===== src/sv/dtt_pkg.sv =====
// dtt_pkg: shared types and constants for the deadline timer table.
// Used by dtt_store, dtt_scan and deadline_timer_table; depends on nothing.
package dtt_pkg;

  // Table size and derived widths
  localparam int SLOTS  = 16;
  localparam int IDX_W  = (SLOTS > 1) ? $clog2(SLOTS) : 1;
  localparam int CNT_W  = $clog2(SLOTS + 1);
  localparam int TIME_W = 32;

  typedef logic [IDX_W-1:0]  idx_t;
  typedef logic [CNT_W-1:0]  cnt_t;
  typedef logic [TIME_W-1:0] time_t;

  // Command codes
  localparam logic [1:0] FUNC_ARM    = 2'd0;
  localparam logic [1:0] FUNC_CANCEL = 2'd1;
  localparam logic [1:0] FUNC_TICK   = 2'd2;

  // Result kinds
  localparam logic [1:0] KIND_OK  = 2'd0;
  localparam logic [1:0] KIND_ERR = 2'd1;
  localparam logic [1:0] KIND_EXP = 2'd2;

  // Midpoint of the order key: offset zero maps here
  localparam time_t KEY_MID = time_t'(1) << (TIME_W - 1);

  // Input word
  typedef struct packed {
    logic [1:0]  func;
    logic [3:0]  conn_id;
    logic [19:0] timeout;
    logic [31:0] now;
  } cmd_t;

  // Result word
  typedef struct packed {
    logic [1:0] kind;
    logic [3:0] slot;
    logic       last;
  } result_t;

  // Requests from the sequencer to the slot store
  typedef struct packed {
    logic  wr_en;
    idx_t  wr_idx;
    time_t wr_data;
    logic  clr_en;
    idx_t  clr_idx;
    logic  rd_en;
    idx_t  rd_idx;
  } store_req_t;

endpackage


===== src/sv/dtt_store.sv =====
// dtt_store: deadline memory (one read port, registered) plus armed flags.
// Depends on dtt_pkg.
module dtt_store (
  input  logic                    clk,
  input  logic                    rst,
  input  dtt_pkg::store_req_t     req,
  output logic [dtt_pkg::SLOTS-1:0] armed,
  output logic                    rd_armed,
  output dtt_pkg::time_t          rd_deadline
);

  dtt_pkg::time_t mem [dtt_pkg::SLOTS];

  // Deadline memory: written on arm, read during a scan
  always_ff @(posedge clk) begin
    if (req.wr_en) begin
      mem[req.wr_idx] <= req.wr_data;
    end
    if (req.rd_en) begin
      rd_deadline <= mem[req.rd_idx];
    end
  end

  // Armed flags, cleared at reset; arm and clear never hit in the same cycle
  always_ff @(posedge clk) begin
    if (rst) begin
      armed    <= '0;
      rd_armed <= 1'b0;
    end else begin
      if (req.wr_en) begin
        armed[req.wr_idx] <= 1'b1;
      end
      if (req.clr_en) begin
        armed[req.clr_idx] <= 1'b0;
      end
      if (req.rd_en) begin
        rd_armed <= armed[req.rd_idx];
      end
    end
  end

  // An arm leaves its slot armed
  a_arm_sets: assert property (@(posedge clk) disable iff (rst)
    !$past(rst) && $past(req.wr_en) |-> armed[$past(req.wr_idx)])
    else $error("armed flag not set after arm");

endmodule


===== src/sv/dtt_scan.sv =====
// dtt_scan: shared compare unit; one slot per cycle while vld is high, keeps earliest
// due slot and a count of due slots for the current pass. Depends on dtt_pkg.
module dtt_scan (
  input  logic             clk,
  input  logic             rst,
  input  logic             clr,
  input  logic             vld,
  input  dtt_pkg::idx_t    idx,
  input  logic             armed,
  input  dtt_pkg::time_t   deadline,
  input  dtt_pkg::time_t   now,
  output logic             found,
  output dtt_pkg::idx_t    best_idx,
  output dtt_pkg::cnt_t    due_cnt
);

  dtt_pkg::time_t best_key;
  dtt_pkg::time_t key;
  logic           due;
  logic           better;

  // Signed offset mapped to an unsigned key; due when offset <= 0
  always_comb begin
    key    = (deadline - now) ^ dtt_pkg::KEY_MID;
    due    = armed && (key <= dtt_pkg::KEY_MID);
    better = due && (!found || (key < best_key));
  end

  // Running minimum; strict compare keeps the lowest index on ties
  always_ff @(posedge clk) begin
    if (rst || clr) begin
      found   <= 1'b0;
      due_cnt <= '0;
    end else if (vld) begin
      if (due) begin
        due_cnt <= due_cnt + dtt_pkg::cnt_t'(1);
      end
      if (better) begin
        found <= 1'b1;
      end
    end
  end

  always_ff @(posedge clk) begin
    if (vld && better) begin
      best_key <= key;
      best_idx <= idx;
    end
  end

  // A found slot means at least one due slot was counted
  a_found_cnt: assert property (@(posedge clk) disable iff (rst)
    found |-> due_cnt != '0)
    else $error("found without due count");

endmodule


===== src/sv/deadline_timer_table.sv =====
// deadline_timer_table: top level; command decode and scan sequencer.
// Depends on dtt_pkg, dtt_store and dtt_scan.
//
//   channel  | ports                    | handshake
//   ---------+--------------------------+-------------------------------
//   command  | start, busy, cmd         | word taken when start && !busy
//   result   | result_stb, result       | word valid for one cycle only
//
// Arm and cancel leave busy low; the result appears the next cycle. A tick
// runs one pass over all slots per expiry (one memory read per cycle through
// the single compare unit), and at least one pass: max(1, due slots) passes.
// Reset is synchronous: all timers disarmed, no pass in flight.
// The receiver cannot stall; each result word is shown for one cycle.
module deadline_timer_table (
  input  logic               clk,
  input  logic               rst,
  input  logic               start,
  output logic               busy,
  input  dtt_pkg::cmd_t      cmd,
  output logic               result_stb,
  output dtt_pkg::result_t   result
);

  typedef enum logic [1:0] {
    ST_IDLE,
    ST_SCAN,
    ST_DRAIN,
    ST_DONE
  } state_t;

  localparam dtt_pkg::idx_t IdxMax = dtt_pkg::idx_t'(dtt_pkg::SLOTS - 1);

  state_t                     st;
  dtt_pkg::idx_t              rd_idx;
  dtt_pkg::idx_t              rd_idx_q;
  logic                       rd_vld;
  dtt_pkg::time_t             cur_now;

  dtt_pkg::store_req_t        req;
  logic [dtt_pkg::SLOTS-1:0]  armed;
  logic                       rd_armed;
  dtt_pkg::time_t             rd_deadline;
  logic                       found;
  dtt_pkg::idx_t              best_idx;
  dtt_pkg::cnt_t              due_cnt;

  logic                       accept;
  logic                       in_range;
  dtt_pkg::idx_t              id_ix;
  logic                       scan_clr;

  assign busy = (st != ST_IDLE);

  // Command decode and store requests
  always_comb begin
    accept   = start && (st == ST_IDLE);
    in_range = 32'(cmd.conn_id) < 32'(dtt_pkg::SLOTS);
    id_ix    = dtt_pkg::idx_t'(cmd.conn_id);
    scan_clr = accept || (st == ST_DONE);

    req         = '0;
    req.wr_idx  = id_ix;
    req.wr_data = cmd.now + dtt_pkg::time_t'(cmd.timeout);
    req.wr_en   = accept && in_range && (cmd.func == dtt_pkg::FUNC_ARM);
    req.rd_en   = (st == ST_SCAN);
    req.rd_idx  = rd_idx;
    if (st == ST_DONE) begin
      req.clr_en  = found;
      req.clr_idx = best_idx;
    end else begin
      req.clr_en  = accept && in_range && (cmd.func == dtt_pkg::FUNC_CANCEL)
                    && armed[id_ix];
      req.clr_idx = id_ix;
    end
  end

  // Sequencer and registered result
  always_ff @(posedge clk) begin
    if (rst) begin
      st         <= ST_IDLE;
      rd_idx     <= '0;
      rd_vld     <= 1'b0;
      result_stb <= 1'b0;
    end else begin
      result_stb <= 1'b0;
      rd_vld     <= (st == ST_SCAN);
      rd_idx_q   <= rd_idx;
      unique case (st)
        ST_IDLE: begin
          if (start) begin
            result.slot <= cmd.conn_id;
            result.last <= 1'b1;
            case (cmd.func)
              dtt_pkg::FUNC_ARM: begin
                result_stb  <= 1'b1;
                result.kind <= in_range ? dtt_pkg::KIND_OK : dtt_pkg::KIND_ERR;
              end
              dtt_pkg::FUNC_CANCEL: begin
                result_stb  <= 1'b1;
                result.kind <= (in_range && armed[id_ix]) ? dtt_pkg::KIND_OK
                                                          : dtt_pkg::KIND_ERR;
              end
              dtt_pkg::FUNC_TICK: begin
                st      <= ST_SCAN;
                rd_idx  <= '0;
                cur_now <= cmd.now;
              end
              default: ;
            endcase
          end
        end
        ST_SCAN: begin
          if (rd_idx == IdxMax) begin
            st <= ST_DRAIN;
          end else begin
            rd_idx <= rd_idx + dtt_pkg::idx_t'(1);
          end
        end
        ST_DRAIN: begin
          st <= ST_DONE;
        end
        ST_DONE: begin
          if (found) begin
            result_stb  <= 1'b1;
            result.kind <= dtt_pkg::KIND_EXP;
            result.slot <= 4'(best_idx);
            result.last <= (due_cnt == dtt_pkg::cnt_t'(1));
            if (due_cnt == dtt_pkg::cnt_t'(1)) begin
              st <= ST_IDLE;
            end else begin
              st     <= ST_SCAN;
              rd_idx <= '0;
            end
          end else begin
            st <= ST_IDLE;
          end
        end
        default: st <= ST_IDLE;
      endcase
    end
  end

  dtt_store u_store (
    .clk         (clk),
    .rst         (rst),
    .req         (req),
    .armed       (armed),
    .rd_armed    (rd_armed),
    .rd_deadline (rd_deadline)
  );

  dtt_scan u_scan (
    .clk      (clk),
    .rst      (rst),
    .clr      (scan_clr),
    .vld      (rd_vld),
    .idx      (rd_idx_q),
    .armed    (rd_armed),
    .deadline (rd_deadline),
    .now      (cur_now),
    .found    (found),
    .best_idx (best_idx),
    .due_cnt  (due_cnt)
  );

  // More expiries to come means the sequencer is still running
  a_more_busy: assert property (@(posedge clk) disable iff (rst)
    result_stb && !result.last |-> busy)
    else $error("non-final result while idle");

  // A result word follows an accepted command or the end of a pass
  a_res_src: assert property (@(posedge clk) disable iff (rst)
    !$past(rst) && result_stb |-> $past(accept) || $past(st == ST_DONE))
    else $error("result word without a source");

endmodule


===== config.mk =====
export PLATFORM = sky130hd
export DESIGN_NAME = deadline_timer_table
export DESIGN_NICKNAME = d
export VERILOG_FILES = /design/src/sv/dtt_pkg.sv /design/src/sv/dtt_store.sv /design/src/sv/dtt_scan.sv /design/src/sv/deadline_timer_table.sv
export SDC_FILE = /design/constraint.sdc
export NUM_CORES = 1
export LEC_CHECK = 0
export ABC_AREA = 1
export BUFFER_PORTS_ARGS = -buffer_cell sky130_fd_sc_hd__buf_4
export CORE_UTILIZATION = 30
export DETAILED_ROUTE_END_ITERATION = 6
export MAX_ROUTING_LAYER = met4
export PLACE_DENSITY_LB_ADDON = 0.15
export SETUP_SLACK_MARGIN = 0.5
export SLEW_MARGIN = 20
export SYNTH_ARGS = -nofsm -noshare
export SYNTH_HDL_FRONTEND = slang
export SYNTH_SLANG_ARGS = --single-unit

===== constraint.sdc =====
create_clock -name clk -period 6.25 [get_ports clk]
set_input_delay 0.9375 -clock clk [delete_from_list [all_inputs] [get_ports clk]]
set_output_delay 0.9375 -clock clk [all_outputs]
set_load 0.1 [all_outputs]

==> key figures, run 1 <==
Floorplan
  • Row Count: around 110
  • Die footprint: 99700 µm²
  • Core area: 97100 µm²
  • I/O Pins: 70
  • Die H: 316 µm
  • Starting Density: 0.304
  • Die W: 316 µm

Worst setup path
  • Crit path max-delay family: simple AND/OR/NAND/NOR gates
  • Crit path required time: 6560 ps
  • Kind of critical path: reg -> reg
  • Flop2flop setup slack: 1950 ps
  • Reg2reg end: u_scan.best_key[10]
  • Crit. Startpoint: u_store.rd_deadline[14]
  • Critical path's slowest cell: a21oi_4
  • Crit path capture: u_scan.best_key[10]
  • Max incr delay on CP: 490 ps
  • Top cell by count, worst path: nand2_1
  • R2R depth: 25
  • Worst path depth: 25
  • Reg2reg start: u_store.rd_deadline[14]
  • CP bufs+invs: 4
  • CP Max Fanout: 23
  • Crit path DAT: 4620 ps
  • CP endpoint kind: flop
  • Startpoint type of the worst setup path: flop

Logic synthesis
  • Yosys cell types: 47
  • Mapped Avg Cell Area: 11.2 µm²
  • Most common cell in the netlist: edfxtp_1
  • Register area share after synthesis: 0.655
  • Leading register cell type out of synthesis: edfxtp_1
  • Ranking of synthesized cells by area: edfxtp_1 63%, o21ai_0 5.2%, nor2_1 4.8%
  • Fraction of registers with async set/reset: 0
  • Synth Register Bits: 654
  • Commonest cells in the netlist: 623 x edfxtp_1, 377 x nor2_1, 341 x nand2_1, 305 x o21ai_0, 243 x inv_1
  • Syn Inst Count: approximately 2600
  • Yosys warns: 0
  • Largest area contributor in the netlist: edfxtp_1
  • Yosys top cell area share: 0.634
  • Post-Syn Nets: roughly 2800
  • Mapped Area: roughly 30000 µm²
  • Post-synth EDFFs: 623

Global routing
  • Global route overflow: 0
  • Largest net degree at the start of global routing: 207
  • First-pass GRT wire length: between 100 and 150 mm
  • Number of global-route vias before repair: 20200
  • Initial antenna violation count: 8
  • Gr usage total: 0.186

Detailed routing
  • Remaining DRCs: 0
  • Vias per cell: 5.03
  • Final WL: 90.0 mm
  • Routed vias: about 20000
  • Pre-antenna DRT Iters: 6
  • Post-route ant nets: 0
  • 1st-iter DRT viols: 1541
  • WL per Instance: 22.3 µm

Layout
  • Area Growth Syn to Fin: 15.9%
  • Final Core Density: 0.352
  • Layout cells sized above 1: 0.114
  • Final-layout fill cell count: 9481
  • Non-Filler Instances: 4042
  • Fin nets: between 2000 and 3000

CTS
  • # hold bufs at CTS: 0
  • Clock transition at the registers of the reported paths: 60 ps
  • Sink Count: 654
  • H-tree levels: 3
  • Worst-case clock buffer depth: 3
  • CTS tree: built
  • Clock latency on the worst-skew pair: 630 ps
  • Root Buffer: clkbuf_16
  • Postcts setup bufs: 0
  • CTS Buf Count: 74
  • Post-cts sizing count: 0

Timing
  • Fin Setup TNS: 0 ps
  • Slew HR: 0.259
  • Clock Skews: between 20 and 30 ps
  • Final hold violation count: 0
  • Slew Limit Fails: 0
  • Crit path setup slack, layout: 1950 ps
  • RSZ-0062 raised after global routing: no
  • Worst-margin pin slew: about 1100 ps
  • Crit path time final: 4300 ps
  • Highest clock rate: about 230 MHz
  • Final setup fails: 0
  • Crit share post-route: 0.688

Placed design
  • Port buffer count: 69
  • Cells after DPL: 3908
  • Routability Congestion: 0.918
  • Post-DP HPWL: 54.1 mm
  • Post-place setup slack: between 1500 and 2000 ps

Pwr
  • Worst VDD drop: 271 µV
  • Leak: approximately 12 nW
  • Final Total Pwr: ~12 mW
  • Pwr/cell area: 363 nW/µm²

Flow run
  • Max_cap viols: 0

Worst hold path
  • Worst hold path class: reg -> reg

Outcome
  • Status: finished, final reports clean
==> flip-flops by register name (all words and copies together), names as in the netlist <==
name / count
u_store.mem: 512
u_store.armed: 16
rd_idx_q: 4
u_scan.due_cnt: 5
u_store.rd_armed: 1
rd_vld: 1
u_scan.best_idx: 4
st: 2
u_scan.found: 1
cur_now: 32
u_store.rd_deadline: 32
result_stb: 1
rd_idx: 4
result: 7
u_scan.best_key: 32
==> cells in the final DEF (no fill, tap or decap), types with 8 or more instances in the layout <==
| cell | netlist | routed |
|---|---|---|
| a21oi_1 | 85 | 84 |
| a22oi_1 | 8 | 8 |
| buf_4 | 0 | 103 |
| bufinv_16 | 0 | 9 |
| clkbuf_1 | 97 | 18 |
| clkbuf_16 | 0 | 74 |
| clkinv_1 | 1 | 13 |
| dfxtp_1 | 31 | 27 |
| edfxtp_1 | 623 | 623 |
| ha_1 | 88 | 87 |
| inv_1 | 243 | 240 |
| nand2_1 | 341 | 341 |
| nand2_2 | 24 | 24 |
| nand3_1 | 72 | 72 |
| nand3_2 | 9 | 9 |
| nand3b_1 | 8 | 8 |
| nand4_1 | 13 | 13 |
| nor2_1 | 377 | 361 |
| nor2_4 | 0 | 16 |
| nor3_1 | 28 | 27 |
| o211ai_1 | 36 | 36 |
| o21ai_0 | 305 | 305 |
| o221ai_1 | 94 | 94 |
| o22ai_1 | 42 | 42 |
| xor2_1 | 21 | 9 |
| xor2_2 | 1 | 13 |
==> worst min path at each step <==
stage | start | endpoint | slack [ps] | depth (start not counted)
4_1_cts | rd_idx_q[2] | u_scan.best_idx[2] | 420 | 0
3_5_place_dp | rd_idx_q[2] | u_scan.best_idx[2] | 420 | 0
6_report | rd_idx_q[2] | u_scan.best_idx[2] | 420 | 0
2_1_floorplan | rd_idx_q[0] | u_scan.best_idx[0] | 400 | 0
5_1_grt | rd_idx_q[1] | u_scan.best_idx[1] | 410 | 0
3_3_place_gp | rd_idx_q[2] | u_scan.best_idx[2] | 410 | 0
==> worst reg2reg max path, stage by stage (launching register included) <==
cell	delay, ps
edfxtp_1	430
ha_1	400
nand2_1	70
inv_1	110
nand2_1	180
nor3_1	180
nand2_1	100
nand2_2	130
xor2_1	310
ha_1	310
nand2_1	90
inv_1	40
nand3_1	80
inv_1	50
a21oi_1	130
nand2_1	80
nand2_1	60
nand2_1	60
nand4_1	90
nand2_1	70
nand2_1	60
nand2_1	70
nand2_1	80
nand2_1	80
a21oi_4	490
buf_16	250
==> power by group <==
group          total (mW)  leakage (nW)  internal (mW)  switching (mW)
Sequential           5.25          5.87           5.11           0.141
Combinational        2.86          5.39          0.787            2.07
Clock                4.32          1.13           2.55            1.76
Total                12.4          12.4           8.45            3.98
==> cell families after synthesis <==
family                   synth area share
XOR/XNOR                           0.0113
AND/OR/NAND/NOR                     0.125
flip-flops                          0.655
adder cells (fa/ha/maj)            0.0386
AO/OA/AOI/OAI                       0.124
buffers and inverters              0.0458
==> stage by stage <==
step | hold WS [ps] | cell area, µm²
after floorplan | 400 | 29500
after global placement | 406 | 31700
after detailed placement | 419 | 31800
after CTS | 416 | 34100
after global routing | 414 | 34200
final | 417 | 34200
==> cell type report <==
| type | count | area (µm²) | share of cell area |
|---|---|---|---|
| Sequential cell | 654 | 19300 | 0.565 |
| Multi-Input combinational cell | 1623 | 9120 | 0.266 |
| Clock buffer | 92 | 1920 | 0.0561 |
| Tap cell | 1276 | 1600 | 0.0467 |
| Inverter | 249 | 941 | 0.0275 |
| Timing Repair Buffer | 106 | 841 | 0.0246 |
| Clock inverter | 36 | 449 | 0.0131 |
| Antenna cell | 6 | 15.0 | 0.000439 |
==> per-layer routing <==
metal	GRT usage	share of wire	vias to the layer above
met1	0.243	0.45	10200
met4	0.0560	0.025	0
met2	0.301	0.47	504
met3	0.0220	0.047	123
met5	-	0	-
li1	-	-	9564
Power figures use the tool's default switching activity.
==> run 2: changes to the inputs <==
Clock period 6.25 ns to 3.9 ns, I/O delays scaled along.
==> run 2 against run 1 <==
- combinational power rose by 85%
- routed wire length rose by 0.92%
- maximum frequency rose by 16%
- utilization rose by 1.4 points
- critical endpoint is now u_scan.best_key[24]
- largest cell class unchanged
- highest routed layer unchanged
==> key figures, run 2 (synthesis results as in run 1) <==
Layout
  • Most common cell after layout, fill and taps aside: edfxtp_1
  • FF+latch area: 19300 µm²
  • Final Core Density: 0.367
  • Most frequent cells in the layout: 623 x edfxtp_1, 349 x nor2_1, 308 x nand2_1
  • Layout cells sized above 1: 0.174
  • Final-layout fill cell count: 9499
  • Max reg flops: roughly 510
  • Reg with most FFs: u_store.mem
  • Area Growth Syn to Fin: 20.6%
  • Fin nets: approximately 2900
  • Area of the multi-input gates: just under 10000 µm²

Pwr
  • Logic pwr share: 0.261
  • Leak: ~13 nW
  • Worst VDD drop: around 300 µV
  • Sequential Power Share: 0.409
  • Sw Pwr: 6.55 mW
  • Sw Share: 0.324
  • Power share of the clock group: 0.330
  • Pwr/cell area: roughly 570 nW/µm²
  • Total internal power: around 14 mW

Floorplan
  • Row Count: 114
  • I/O Pins: 70
  • Die footprint: 99700 µm²
  • Die H: 316 µm
  • Core area: 97100 µm²
  • Die W: 316 µm
  • Starting Density: 0.304

Timing
  • Crit share post-route: 0.955
  • Slew Limit Fails: 0
  • Highest clock rate: 269 MHz
  • Worst-margin pin slew: 911 ps
  • Slew HR: 0.383
  • Final setup fails: 0
  • RSZ-0062 raised after global routing: yes
  • Clock Skews: 21.5 ps
  • Crit path time final: between 3000 and 4000 ps
  • Fin Setup TNS: 0 ps
  • Final hold violation count: 0

CTS
  • Clock latency on the worst-skew pair: around 620 ps
  • Clock transition at the registers of the reported paths: approximately 60 ps
  • Sink Count: 654
  • H-tree levels: 3
  • Worst-case clock buffer depth: 3
  • Root Buffer: clkbuf_16
  • CTS Buf Count: 72
  • CTS tree: built

Worst setup path
  • Flop2flop setup slack: 180 ps
  • R2R depth: 20
  • Crit path capture: u_scan.best_key[24]
  • Kind of critical path: reg -> reg
  • CP Max Fanout: 8
  • Reg2reg start: u_store.rd_deadline[16]
  • CP endpoint kind: flop
  • Startpoint type of the worst setup path: flop
  • Crit. Startpoint: u_store.rd_deadline[16]
  • Crit path required time: 4220 ps
  • Reg2reg end: u_scan.best_key[24]
  • Crit path DAT: about 4100 ps

Detailed routing
  • Wire length on met2: ~44 mm
  • Post-route ant nets: 0
  • Wl on met1: 40.6 mm
  • 1st-iter DRT viols: between 1000 and 1500
  • Vias per cell: 5.02
  • Final WL: 90.9 mm
  • Met3 routed WL: 4.02 mm
  • WL per Instance: ~22 µm
  • Max Used Layer: met4
  • Pre-antenna DRT Iters: 7
  • Routed vias: 20600
  • Remaining DRCs: 0

Outcome
  • Status: finished, final reports clean

Placed design
  • Routability Congestion: 0.925
  • Post-DP HPWL: 55.0 mm
  • Port buffer count: 69

Global routing
  • Largest net degree at the start of global routing: 176
  • Number of global-route vias before repair: roughly 20000
  • Gr usage total: 0.187
  • Global route overflow: 0
  • Initial antenna violation count: 3
  • First-pass GRT wire length: 133 mm

Worst hold path
  • Worst hold path class: in -> reg
  • Hold_sp: cmd[29]

Flow run
  • Max_cap viols: 0
## run 2: stage by stage
stage          hold slack, ps  power (mW)  cell area, µm²  instances  setup WS [ps]
6_report                  166        20.2           35600       4113            177
5_1_grt                   145        21.2           35600       4112           20.5
4_1_cts                   130        20.2           35000       4101            166
3_5_place_dp              409        13.3           32400       3963           57.6
3_3_place_gp              410        13.3           32400       3963           59.9
2_1_floorplan             400        11.5           29600       2636            319
## run 2: critical path, cell delays in order (launching register included)
cell       delay, ps
edfxtp_1         390
ha_2             390
nand2_1          100
nor2_2           160
inv_2            100
nor3_2           240
nand2_2          160
nand2_1          110
nand2_1           60
nand2_2          100
ha_1             260
nand2_1           70
inv_1             70
nand2_2           80
a31oi_2          100
a2111oi_2        330
nand2_2          120
a21oi_4          170
buf_6            140
buf_12           120
buf_16           130
## run 2: worst min-delay path by stage
| stage | cells after the start | slack (ps) | end |
|---|---|---|---|
| after global routing | 1 | 140 | cur_now[30] |
| final | 1 | 170 | cur_now[29] |
| after global placement | 0 | 410 | u_scan.best_idx[3] |
| after detailed placement | 0 | 410 | u_scan.best_idx[2] |
| after CTS | 1 | 130 | cur_now[30] |
| after floorplan | 0 | 400 | u_scan.best_idx[0] |
## run 2: final cells by class
class                      count  area share
tap                         1276      0.0448
antenna                        1   0.0000702
timing repair buffer         184      0.0479
sequential                   654       0.543
clock inverter                37      0.0100
inverter                     249      0.0264
clock buffer                  89      0.0532
multi-input combinational   1623       0.275
## run 2: timing repair
item | 4_1_cts | 5_1_grt
hold buffers | 0 | 0
resized for setup | 40 | 102
buffers inserted | 10 | 11
pin swaps | 22 | 57
gates cloned | 2 | 0
setup endpoints to repair | 36 | 36
## run 2: power groups by stage
| stage | Clock [mW] | Sequential [mW] | Combinational, mW |
|---|---|---|---|
| 2_1_floorplan | 0 | 8.48 | 3.06 |
| 3_3_place_gp | 0 | 8.40 | 4.87 |
| 3_5_place_dp | 0 | 8.41 | 4.94 |
| 4_1_cts | 6.84 | 8.27 | 5.05 |
| 5_1_grt | 7.07 | 8.28 | 5.83 |
| 6_report | 6.66 | 8.27 | 5.28 |
## run 2: routing by layer
layer | global-route usage | vias to the layer above
met5 | - | -
met4 | 0.0606 | 0
met3 | 0.0239 | 145
met2 | 0.305 | 467
met1 | 0.240 | 10300
li1 | - | 9716
==> run 3: changes to the inputs <==
Settings changed: BUFFER_PORTS_ARGS -buffer_cell sky130_fd_sc_hd__buf_4 to not set, CAP_MARGIN set to 20, DONT_BUFFER_PORTS set to 1.
==> run 3 against run 2 <==
- maximum frequency is essentially flat
- register-to-register slack is essentially flat
- routed wire length shrank 1.3%
- global-route usage shrank 0.16 points
- via count shrank 1.6%
- critical endpoint is now u_scan.best_key[10]
- largest power group unchanged
==> key figures, run 3 (synthesis results as in run 1) <==
Layout
  • Layout cells sized above 1: 0.127
  • Final instance area: 34600 µm²
  • Max reg flops: about 500
  • Area Growth Syn to Fin: 17.2%
  • Reg with most FFs: u_store.mem
  • Non-Filler Instances: 4028
  • Most frequent cells in the layout: 623 x edfxtp_1, 359 x nor2_1, 326 x nand2_1
  • Final-layout fill cell count: 9494
  • Most common cell after layout, fill and taps aside: edfxtp_1
  • Fin nets: 2842

Floorplan
  • Die W: 316 µm
  • Core area: 97100 µm²
  • I/O Pins: 70
  • Starting Density: 0.304
  • Die H: 316 µm
  • Die footprint: approximately 100000 µm²
  • Row Count: 114

Timing
  • Highest clock rate: 269 MHz
  • RSZ-0062 raised after global routing: yes
  • Slew HR: 0.367
  • Slew Limit Fails: 0
  • Final setup fails: 0
  • Fin Setup TNS: 0 ps
  • Clock Skews: 19.9 ps
  • Crit path setup slack, layout: 179 ps
  • Crit path time final: 3720 ps
  • Final hold violation count: 0
  • Worst-margin pin slew: 938 ps
  • Crit share post-route: 0.954

Worst setup path
  • Top cell by count, worst path: nand2_1
  • R2R depth: 27
  • Flop2flop setup slack: 180 ps
  • Kind of critical path: reg -> reg
  • CP Max Fanout: 8
  • Reg2reg start: cur_now[4]
  • Max incr delay on CP: 360 ps
  • Critical path's slowest cell: edfxtp_1
  • Crit path required time: 4230 ps
  • Startpoint type of the worst setup path: flop
  • Crit path DAT: 4050 ps
  • Reg2reg end: u_scan.best_key[10]
  • CP endpoint kind: flop

Detailed routing
  • WL per Instance: 22.3 µm
  • Remaining DRCs: 0
  • Vias per cell: 5.04
  • Pre-antenna DRT Iters: 5
  • Post-route ant nets: 0
  • Final WL: 89.6 mm
  • Routed vias: between 20000 and 25000
  • 1st-iter DRT viols: between 1500 and 2000

Pwr
  • Logic pwr share: 0.241
  • Final Total Pwr: 20.0 mW
  • Sw Pwr: 6.45 mW
  • Sw Share: 0.323
  • Pwr/cell area: 578 nW/µm²
  • Total internal power: 13.5 mW
  • Worst VDD drop: 322 µV
  • Leak: 12.4 nW
  • Power share of the clock group: 0.338
  • Sequential Power Share: 0.421

Worst hold path
  • Hold_sp: rst
  • Worst hold path class: in -> reg
  • Worst Hold Path EP: rd_idx[1]
  • Hold Crit Depth: 1

Outcome
  • Status: finished, final reports clean

CTS
  • CTS tree: built
  • Clock latency on the worst-skew pair: roughly 620 ps
  • Clock transition at the registers of the reported paths: ~60 ps
  • CTS Buf Count: 72
  • Worst-case clock buffer depth: 3
  • Root Buffer: clkbuf_16
  • Sink Count: 654
  • H-tree levels: 3
  • # hold bufs at CTS: 0

Global routing
  • Largest net degree at the start of global routing: 167
  • Initial antenna violation count: 7
  • Gr usage total: 0.185
  • Number of global-route vias before repair: between 20000 and 25000
  • Global route overflow: 0
  • First-pass GRT wire length: 132 mm

Placed design
  • Cells after DPL: 3876
  • Post-place setup slack: between 30 and 40 ps
  • Port buffer count: 0
  • Post-DP HPWL: ~54 mm
  • DP Area: 31800 µm²
  • Routability Congestion: 0.945

Flow run
  • Max_cap viols: 0
==> run 3: cell types whose count changed in the layout (fill, tap and decap cells not counted), moves of 10 or more <==
cell     previous run  this run
nand2_4            16         5
nor2_1            349       359
buf_4             156        66
nand2_1           308       326
ha_1               52        67
ha_4               30        15
==> run 3: per-layer routing <==
layer,wire [µm],part of all wire,up-vias,global-route usage
li1,-,-,9537,-
met1,39700,0.44,10200,0.237
met2,43500,0.49,458,0.304
met3,4340,0.048,124,0.0288
met4,2070,0.023,0,0.0502
met5,0,0,-,-
==> run 3: worst max-delay path by stage <==
stage	endpoint	slack, ps	cells past startpoint	start
final	u_scan.best_key[10]	180	27	cur_now[4]
after global routing	u_scan.best_key[10]	-90	29	u_store.rd_deadline[0]
after CTS	u_scan.best_key[10]	210	29	u_store.rd_deadline[0]
after detailed placement	u_store.mem[3][21]	40	11	cmd[2]
after global placement	u_scan.best_key[1]	30	27	u_store.rd_deadline[0]
after floorplan	u_scan.best_idx[0]	320	26	u_store.rd_deadline[0]
==> run 3: critical path: cells and delay by family (launching register included) <==
kind | cells | cell delay (ps)
flip-flops | 1 | 360
adder cells (fa/ha/maj) | 2 | 550
AO/OA/AOI/OAI | 4 | 530
buffers and inverters | 6 | 630
AND/OR/NAND/NOR | 15 | 1360
==> run 3: timing repair <==
action,4_1_cts,5_1_grt
endpoints found under the setup margin,36,45
cloned,3,0
resized for setup,41,12
pin swaps,12,1
setup buffers,13,1
hold endpoints to repair,0,0
==> run 3: cell type report <==
type	count	area, µm²	share of cell area
clock buffers	90	1930	0.0558
clock inverters	41	372	0.0107
flip-flops and latches	654	19300	0.559
diodes	4	10.0	0.000289
repair buffers	91	1010	0.0293
multi-input cells	1623	9410	0.272
inverters	249	941	0.0272
well taps	1276	1600	0.0461
==> run 3: per-stage QoR <==
stage	util	hold WS, ps
2_1_floorplan	-	400
3_3_place_gp	0.327	404
3_5_place_dp	0.327	422
4_1_cts	0.355	4.18
5_1_grt	0.356	13.8
6_report	0.356	42.6
==> run 3: power by group through the flow <==
stage	combinational [mW]	clock, mW	sequential, mW
2_1_floorplan	3.06	0	8.48
3_3_place_gp	4.59	0	8.56
3_5_place_dp	4.67	0	8.57
4_1_cts	4.80	6.90	8.43
5_1_grt	5.36	7.18	8.44
6_report	4.81	6.76	8.42
